[config.mk]
export PLATFORM = sky130hd
export DESIGN_NAME = unique_option_stack_core_flat
export DESIGN_NICKNAME = d
export VERILOG_FILES = /design/src/hw/rtl/uos_pkg.sv /design/src/hw/rtl/uos_cmd_if.sv /design/src/hw/rtl/uos_res_if.sv /design/src/hw/rtl/uos_cell.sv /design/src/hw/rtl/unique_option_stack_core.sv /design/src/flat_wrapper.sv
export SDC_FILE = /design/constraint.sdc
export NUM_CORES = 1
export LEC_CHECK = 0
export BUFFER_PORTS_ARGS = -buffer_cell sky130_fd_sc_hd__buf_2
export CAP_MARGIN = 20
export CELL_PAD_IN_SITES_DETAIL_PLACEMENT = 0
export CELL_PAD_IN_SITES_GLOBAL_PLACEMENT = 2
export CORE_MARGIN = 1.5
export CORE_UTILIZATION = 40
export DETAILED_ROUTE_END_ITERATION = 8
export HOLD_SLACK_MARGIN = 0.02
export PLACE_DENSITY_LB_ADDON = 0.1
export SETUP_SLACK_MARGIN = 0.02
export SYNTH_ARGS = -nofsm -noshare
export SYNTH_HDL_FRONTEND = slang
export SYNTH_SLANG_ARGS = --single-unit
[constraint.sdc]
create_clock -name clk -period 72.4 [get_ports clk]
set_input_delay 3.62 -clock clk [delete_from_list [all_inputs] [get_ports clk]]
set_output_delay 3.62 -clock clk [all_outputs]
set_load 0.01 [all_outputs]
[src/hw/rtl/uos_pkg.sv]
// Shared types and codes for the unique option stack.
`timescale 1ns / 1ps

package uos_pkg;

	// Default number of stack entries
	localparam int DEPTH_DEFAULT = 16;

	// Command codes
	localparam logic [1:0] CMD_PUSH = 2'd0;
	localparam logic [1:0] CMD_POP  = 2'd1;
	localparam logic [1:0] CMD_PEEK = 2'd2;

	// Result status codes
	localparam logic [1:0] ST_OK    = 2'd0;
	localparam logic [1:0] ST_DUP   = 2'd1;
	localparam logic [1:0] ST_EMPTY = 2'd2;
	localparam logic [1:0] ST_FULL  = 2'd3;

	// Shift control broadcast to every cell of the chain
	typedef struct packed {
		logic push;
		logic pop;
	} cell_ctl_t;

endpackage

[src/hw/rtl/uos_cmd_if.sv]
// Command channel: valid/ready handshake carrying cmd and push_value.
`timescale 1ns / 1ps

interface uos_cmd_if;
	logic               valid;
	logic               ready;
	logic [1:0]         cmd;
	logic signed [31:0] push_value;

	modport source (output valid, output cmd, output push_value, input ready);
	modport sink (input valid, input cmd, input push_value, output ready);
endinterface

[src/hw/rtl/uos_res_if.sv]
// Result channel: valid/ready handshake carrying the stack status after each item.
`timescale 1ns / 1ps

interface uos_res_if;
	logic               valid;
	logic               ready;
	logic [1:0]         status;
	logic signed [31:0] top_value;
	logic [4:0]         entry_count;
	logic               is_empty;

	modport source (output valid, output status, output top_value, output entry_count,
		output is_empty, input ready);
	modport sink (input valid, input status, input top_value, input entry_count,
		input is_empty, output ready);
endinterface

[src/hw/rtl/uos_cell.sv]
// One stack cell: holds an entry, shifts with its neighbors, compares against the push value.
`timescale 1ns / 1ps

module uos_cell (
	input  logic                clk,
	input  uos_pkg::cell_ctl_t  ctl,
	input  logic                occupied,
	input  logic signed [31:0]  above,
	input  logic signed [31:0]  below,
	input  logic signed [31:0]  cmp_value,
	output logic signed [31:0]  value,
	output logic                match
);

	logic signed [31:0] value_q;

	// Push moves entries away from the top, pop moves them toward it
	always_ff @(posedge clk) begin
		if (ctl.push) begin
			value_q <= above;
		end else if (ctl.pop) begin
			value_q <= below;
		end
	end

	// Duplicate check only counts live entries
	assign match = occupied && (value_q == cmp_value);
	assign value = value_q;

endmodule

[src/hw/rtl/unique_option_stack_core.sv]
// Top level of the unique option stack: cell chain, entry count and result register.
`timescale 1ns / 1ps

// Bounded LIFO stack of signed 32-bit values built as a chain of DEPTH cells, cell 0 being
// the top. A push shifts every cell one place down, a pop shifts one place up, and every
// cell compares its entry against the incoming push value in the same cycle, so one item
// is taken each clock; its result appears in the output register on the next edge. The
// rate is one item per cycle while no result is left unclaimed, set by the shift and compare in the cell chain;
// the command side only waits while a result sits unclaimed in the output register. Stack
// contents need no clearing after reset: only entries below the count are ever looked at.
module unique_option_stack_core #(
	parameter int DEPTH = uos_pkg::DEPTH_DEFAULT
) (
	input  logic          clk,
	input  logic          arst_n,
	input  logic          cfg_we,
	input  logic          cfg_wdata,
	uos_cmd_if.sink       req,
	uos_res_if.source     rsp
);

	localparam int CW = $clog2(DEPTH + 1);

	logic                     unique_mode_q;
	logic [CW-1:0]            count_q;
	logic                     rsp_valid_q;
	logic [1:0]               status_q;
	logic signed [31:0]       top_q;
	logic [CW-1:0]            count_out_q;

	logic                     acc;
	uos_pkg::cell_ctl_t       ctl;
	logic signed [31:0]       cell_val [DEPTH];
	logic [DEPTH-1:0]         occupied;
	logic [DEPTH-1:0]         match;
	logic signed [31:0]       second_value;
	logic                     is_push;
	logic                     is_pop;
	logic                     dup;
	logic                     full;
	logic                     empty;
	logic [1:0]               status_d;
	logic [CW-1:0]            count_d;
	logic signed [31:0]       top_d;

	// Cell chain
	for (genvar i = 0; i < DEPTH; i++) begin : g_cell
		logic signed [31:0] above_v;
		logic signed [31:0] below_v;

		if (i == 0) begin : g_head
			assign above_v = req.push_value;
		end else begin : g_mid
			assign above_v = cell_val[i-1];
		end

		if (i == DEPTH - 1) begin : g_tail
			assign below_v = '0;
		end else begin : g_body
			assign below_v = cell_val[i+1];
		end

		assign occupied[i] = CW'(i) < count_q;

		uos_cell u_cell (
			.clk       (clk),
			.ctl       (ctl),
			.occupied  (occupied[i]),
			.above     (above_v),
			.below     (below_v),
			.cmp_value (req.push_value),
			.value     (cell_val[i]),
			.match     (match[i])
		);
	end

	// Entry just under the top, the new top after a pop
	if (DEPTH > 1) begin : g_second
		assign second_value = cell_val[1];
	end else begin : g_no_second
		assign second_value = '0;
	end

	// Handshake: take an item whenever the output register is free or draining
	assign req.ready = !rsp_valid_q || rsp.ready;
	assign acc       = req.valid && req.ready;

	// Command decode and outcome
	assign is_push = req.cmd == uos_pkg::CMD_PUSH;
	assign is_pop  = req.cmd == uos_pkg::CMD_POP;
	assign dup     = unique_mode_q && (|match);
	assign full    = count_q == CW'(DEPTH);
	assign empty   = count_q == '0;

	always_comb begin
		status_d = uos_pkg::ST_OK;
		count_d  = count_q;
		top_d    = empty ? 32'sd0 : cell_val[0];
		ctl      = '0;
		priority if (is_push) begin
			priority if (dup) begin
				status_d = uos_pkg::ST_DUP;
			end else if (full) begin
				status_d = uos_pkg::ST_FULL;
			end else begin
				ctl.push = acc;
				count_d  = count_q + CW'(1);
				top_d    = req.push_value;
			end
		end else if (is_pop) begin
			if (empty) begin
				status_d = uos_pkg::ST_EMPTY;
			end else begin
				ctl.pop = acc;
				count_d = count_q - CW'(1);
				top_d   = (count_q == CW'(1)) ? 32'sd0 : second_value;
			end
		end else begin
			// Peek, and the unused code behaves the same
			if (empty) begin
				status_d = uos_pkg::ST_EMPTY;
			end
		end
	end

	// Control state
	always_ff @(posedge clk or negedge arst_n) begin
		if (!arst_n) begin
			unique_mode_q <= 1'b0;
			count_q       <= '0;
			rsp_valid_q   <= 1'b0;
		end else begin
			if (cfg_we) begin
				unique_mode_q <= cfg_wdata;
			end
			if (acc) begin
				count_q     <= count_d;
				rsp_valid_q <= 1'b1;
			end else if (rsp.ready) begin
				rsp_valid_q <= 1'b0;
			end
		end
	end

	// Result register
	always_ff @(posedge clk) begin
		if (acc) begin
			status_q    <= status_d;
			top_q       <= top_d;
			count_out_q <= count_d;
		end
	end

	assign rsp.valid       = rsp_valid_q;
	assign rsp.status      = status_q;
	assign rsp.top_value   = top_q;
	assign rsp.entry_count = 5'(count_out_q);
	assign rsp.is_empty    = count_out_q == '0;

endmodule
[src/flat_wrapper.sv]
// flat-port wrapper written by rule: the top's interface ports become plain ports
module unique_option_stack_core_flat 
#(
	parameter int DEPTH = uos_pkg::DEPTH_DEFAULT
)
  (clk, arst_n, cfg_we, cfg_wdata, req_valid, req_cmd, req_push_value, req_ready, rsp_valid, rsp_status, rsp_top_value, rsp_entry_count, rsp_is_empty, rsp_ready);
  uos_cmd_if req_i ();
  uos_res_if rsp_i ();
  input  logic clk;
  input  logic arst_n;
  input  logic cfg_we;
  input  logic cfg_wdata;
  input wire logic [$bits(req_i.valid)-1:0] req_valid;
  input wire logic [$bits(req_i.cmd)-1:0] req_cmd;
  input wire logic [$bits(req_i.push_value)-1:0] req_push_value;
  output wire logic [$bits(req_i.ready)-1:0] req_ready;
  output wire logic [$bits(rsp_i.valid)-1:0] rsp_valid;
  output wire logic [$bits(rsp_i.status)-1:0] rsp_status;
  output wire logic [$bits(rsp_i.top_value)-1:0] rsp_top_value;
  output wire logic [$bits(rsp_i.entry_count)-1:0] rsp_entry_count;
  output wire logic [$bits(rsp_i.is_empty)-1:0] rsp_is_empty;
  input wire logic [$bits(rsp_i.ready)-1:0] rsp_ready;
  assign req_i.valid = req_valid;
  assign req_i.cmd = req_cmd;
  assign req_i.push_value = req_push_value;
  assign req_ready = req_i.ready;
  assign rsp_valid = rsp_i.valid;
  assign rsp_status = rsp_i.status;
  assign rsp_top_value = rsp_i.top_value;
  assign rsp_entry_count = rsp_i.entry_count;
  assign rsp_is_empty = rsp_i.is_empty;
  assign rsp_i.ready = rsp_ready;
  unique_option_stack_core #(.DEPTH(DEPTH)) u_core (.clk(clk), .arst_n(arst_n), .cfg_we(cfg_we), .cfg_wdata(cfg_wdata), .req(req_i), .rsp(rsp_i));
endmodule
==> impl_metrics.env <==
export IMPL_status="complete, no violations"
export IMPL_leakage_nw=12.2
export IMPL_track_usage_pct=24.8
export IMPL_netlist_top_cells_count="edfxtp_1 (551), xor2_1 (426), mux2_2 (281), mux2_4 (195), nor4_1 (107)"
export IMPL_final_util_pct=44.2
export IMPL_async_flop_share_pct=1.25
export IMPL_cts_buffers_inserted=70
export IMPL_multi_input_area_um2=13100
export IMPL_p_int_w=0.000628
export IMPL_syn_area_per_cell_um2=14.4
export IMPL_seqPwrFrac_pct=46.6
export IMPL_fmax_ghz=0.109
export IMPL_register_area_um2=16700
export IMPL_fin_tns_setup_ns=0
export IMPL_cp_cell_sequence="buf_2, xor2_1, nor4_1, nand4_1, nor3_1, nor4_1, a41o_2, and2_4, buf_4, buf_4, buf_4, buf_12, mux2_4"
export IMPL_cts_setup_buffers=0
export IMPL_cp_end_kind="flop"
export IMPL_cts_resized_gates=0
export IMPL_synth_warnings=0
export IMPL_final_setup_viol_count=0
export IMPL_power_frac_comb_pct=15.1
export IMPL_root_buffer="clkbuf_16"
export IMPL_required_ns=72.76
export IMPL_fp_dieH_um=283
export IMPL_clock_path_buffers=3
export IMPL_drtIter0Drc=1443
export IMPL_fillerInstances=7161
export IMPL_initial_core_util_pct=40.5
export IMPL_syn_area_um2=31400
export IMPL_fin_ws_ns=63.23
export IMPL_route_detailed_drc=0
export IMPL_cap_violations=0
export IMPL_cts_hold_buf=0
export IMPL_fin_nets=2264
export IMPL_path_common_cell="buf_4"
export IMPL_dr_pass1_iters=5
export IMPL_rsz0062_at_grt="false"
export IMPL_grt_pass1_wl_um=142000
export IMPL_clkLatencyLatePin_ns=0.62
export IMPL_crit_path_start_kind="primary input"
export IMPL_hold_violations=0
export IMPL_synth_seq_cells=558
export IMPL_netlist_area_leader_share_pct=52.7
export IMPL_slowest_stage="buf_4"
export IMPL_dp_worst_setup_slack_ns=61.82
export IMPL_rows=102
export IMPL_yosysUniqueCellTypes=55
export IMPL_worstMarginPinSlew_ns=1.17
export IMPL_slew_headroom_pct=21.7
export IMPL_antenna_found_initial=1
export IMPL_p_sw_w=0.000247
export IMPL_period_share_pct=12.7
export IMPL_finalMaxSlewViolations=0
export IMPL_cts_sinks=558
export IMPL_syn2layout_area_growth_pct=9.13
export IMPL_yosysMostFrequentCell="edfxtp_1"
export IMPL_switching_share_pct=28.3
export IMPL_synth_nets=2228
export IMPL_worstSetupPathType="primary input to flop"
export IMPL_synth_area_leaders="edfxtp_1 (53%), xor2_1 (12%), mux2_2 (10%)"
export IMPL_gr_total_overflow=0
export IMPL_synth_edf_count=551
export IMPL_period_needed_ns=9.17
export IMPL_syn_inst=2184
export IMPL_power_w=0.000875
export IMPL_ir_drop_mv=0.0177
export IMPL_hold_class="flop to flop"
export IMPL_n_antenna_cell=0
export IMPL_ant_nets=0
export IMPL_dp_hpwl_um=73400
export IMPL_dieArea_um2=80200
export IMPL_viasPerCell=5.50
export IMPL_clock_skew_ns=0.0197
export IMPL_finalNonFillerCells=3308
export IMPL_clk_pin_slew_ns=0.06
export IMPL_crit_fanout=81
export IMPL_ys_flop_type="edfxtp_1"
export IMPL_p_clk_share_pct=38.3
export IMPL_ys_seq_area_share_pct=53.3
export IMPL_port_buffers=81
export IMPL_wl_per_cell_um=30.6
export IMPL_cts_htree_levels=3
export IMPL_yosysTopAreaCell="edfxtp_1"
export IMPL_die_x_um=283
export IMPL_power_density_nw_per_um2=25.5
export IMPL_core_um2=77600
export IMPL_cts_tree="built"
export IMPL_grt_max_degree=189
export IMPL_critical_path_max_stage_delay_ns=0.93
export IMPL_arrival_ns=9.54
export IMPL_io_pins=82
export IMPL_first_global_vias=18700
export IMPL_wirelength_um=101000
export IMPL_vias=18200
export IMPL_drive_gt1_share_pct=30.5
export IMPL_placedCellCount=3185
export IMPL_gp_congestion=0.868
logic make-up (layout without fill, tap and decap cells):
| logic type | Yosys count | count (layout) | share of synthesized area, % |
|---|---|---|---|
| simple gates | 327 | 327 | 5.85 |
| flops | 558 | 558 | 53.3 |
| fa+ha+maj | 4 | 4 | 0.159 |
| compound gates | 95 | 95 | 2.26 |
| xor+xnor | 503 | 503 | 14.0 |
| mux | 476 | 476 | 19.4 |
| buf+inv | 221 | 305 | 5.04 |
final cells by class:
class                      instances  share of cell area, %
sequential                       558                   48.8
multi-input combinational       1405                   38.3
clock buffer                      95                   5.66
tap                             1040                   3.80
timing repair buffer             110                   2.06
inverter                          75                  0.822
clock inverter                    25                  0.529
critical path: cells and delay by family:
kind                      cells  cell delay [ns]
buffers and inverters         5             3.41
and+or+nand+nor               5             1.15
AOI/OAI and AO/OA             1             0.30
muxes                         1             0.33
xor gates and xnor gates      1             0.50
state kept, by name, indices dropped and copies added, names as in the netlist:
| signal | count |
|---|---|
| u_core.rsp.entry_count | 5 |
| u_core.unique_mode_q | 1 |
| u_core.rsp.status | 2 |
| u_core.rsp.valid | 1 |
| u_core.count_q | 5 |
| u_core.rsp.top_value | 32 |
| u_core.g_cell.u_cell.value | 512 |
routing by layer:
| metal | vias up | global-route usage, % | share of wire (%) |
|---|---|---|---|
| met1 | 9490 | 32.8 | 44 |
| met4 | 2 | 9.72 | 4.2 |
| met5 | - | 0 | 0.015 |
| li1 | 8152 | - | - |
| met3 | 146 | 3.08 | 3.1 |
| met2 | 414 | 41.4 | 48 |
placed cells by master (no fill, tap or decap), types with 5 or more instances in the layout:
| cell | instances |
|---|---|
| xnor2_1 | 77 |
| buf_4 | 23 |
| buf_12 | 5 |
| edfxtp_1 | 551 |
| dfrtp_1 | 7 |
| mux2_2 | 281 |
| nand2_1 | 52 |
| inv_1 | 74 |
| nand4_1 | 32 |
| nand3_1 | 34 |
| mux2_4 | 195 |
| a21oi_1 | 11 |
| buf_2 | 81 |
| o21ai_0 | 17 |
| a31oi_1 | 6 |
| nor2_1 | 19 |
| clkbuf_1 | 20 |
| and3_1 | 36 |
| nor3_1 | 21 |
| clkbuf_16 | 74 |
| clkinv_1 | 10 |
| clkinv_2 | 10 |
| o221ai_1 | 32 |
| nor4_1 | 107 |
| xor2_1 | 426 |
worst paths after layout:
path | cells past startpoint | from | endpoint | slack, ns
setup / recovery | 13 | req_push_value[23] | u_core.g_cell[2].u_cell.value[21]$_DFFE_PP_ | 63.23
hold / removal | 2 | u_core.rsp.valid$_DFFE_PN0P_ | u_core.rsp.valid$_DFFE_PN0P_ | 0.53
setup reg to reg | 12 | u_core.count_q[4]$_DFFE_PN0P_ | u_core.g_cell[2].u_cell.value[21]$_DFFE_PP_ | 65.76
hold reg to reg | 2 | u_core.rsp.valid$_DFFE_PN0P_ | u_core.rsp.valid$_DFFE_PN0P_ | 0.53
max in group asynchronous | 1 | arst_n | u_core.count_q[3]$_DFFE_PN0P_ | 69.37
min in group asynchronous | 1 | arst_n | u_core.count_q[0]$_DFFE_PN0P_ | 2.85
power by group through the flow:
stage                     clock network [W]  logic (W)  registers [W]
after floorplan                           0  0.0000897       0.000417
after global placement                    0   0.000132       0.000413
after detailed placement                  0   0.000133       0.000414
after CTS                          0.000342   0.000133       0.000407
after global routing               0.000353   0.000140       0.000410
final                              0.000335   0.000132       0.000408
stage by stage:
step / hold WS, ns / cell area (um^2)
2_1_floorplan: 0.526 / 31400
3_5_place_dp: 0.522 / 32100
6_report: 0.530 / 34300
5_1_grt: 0.556 / 34300
3_3_place_gp: 0.502 / 32100
4_1_cts: 0.537 / 34200
(Power assumes the default switching activity.)
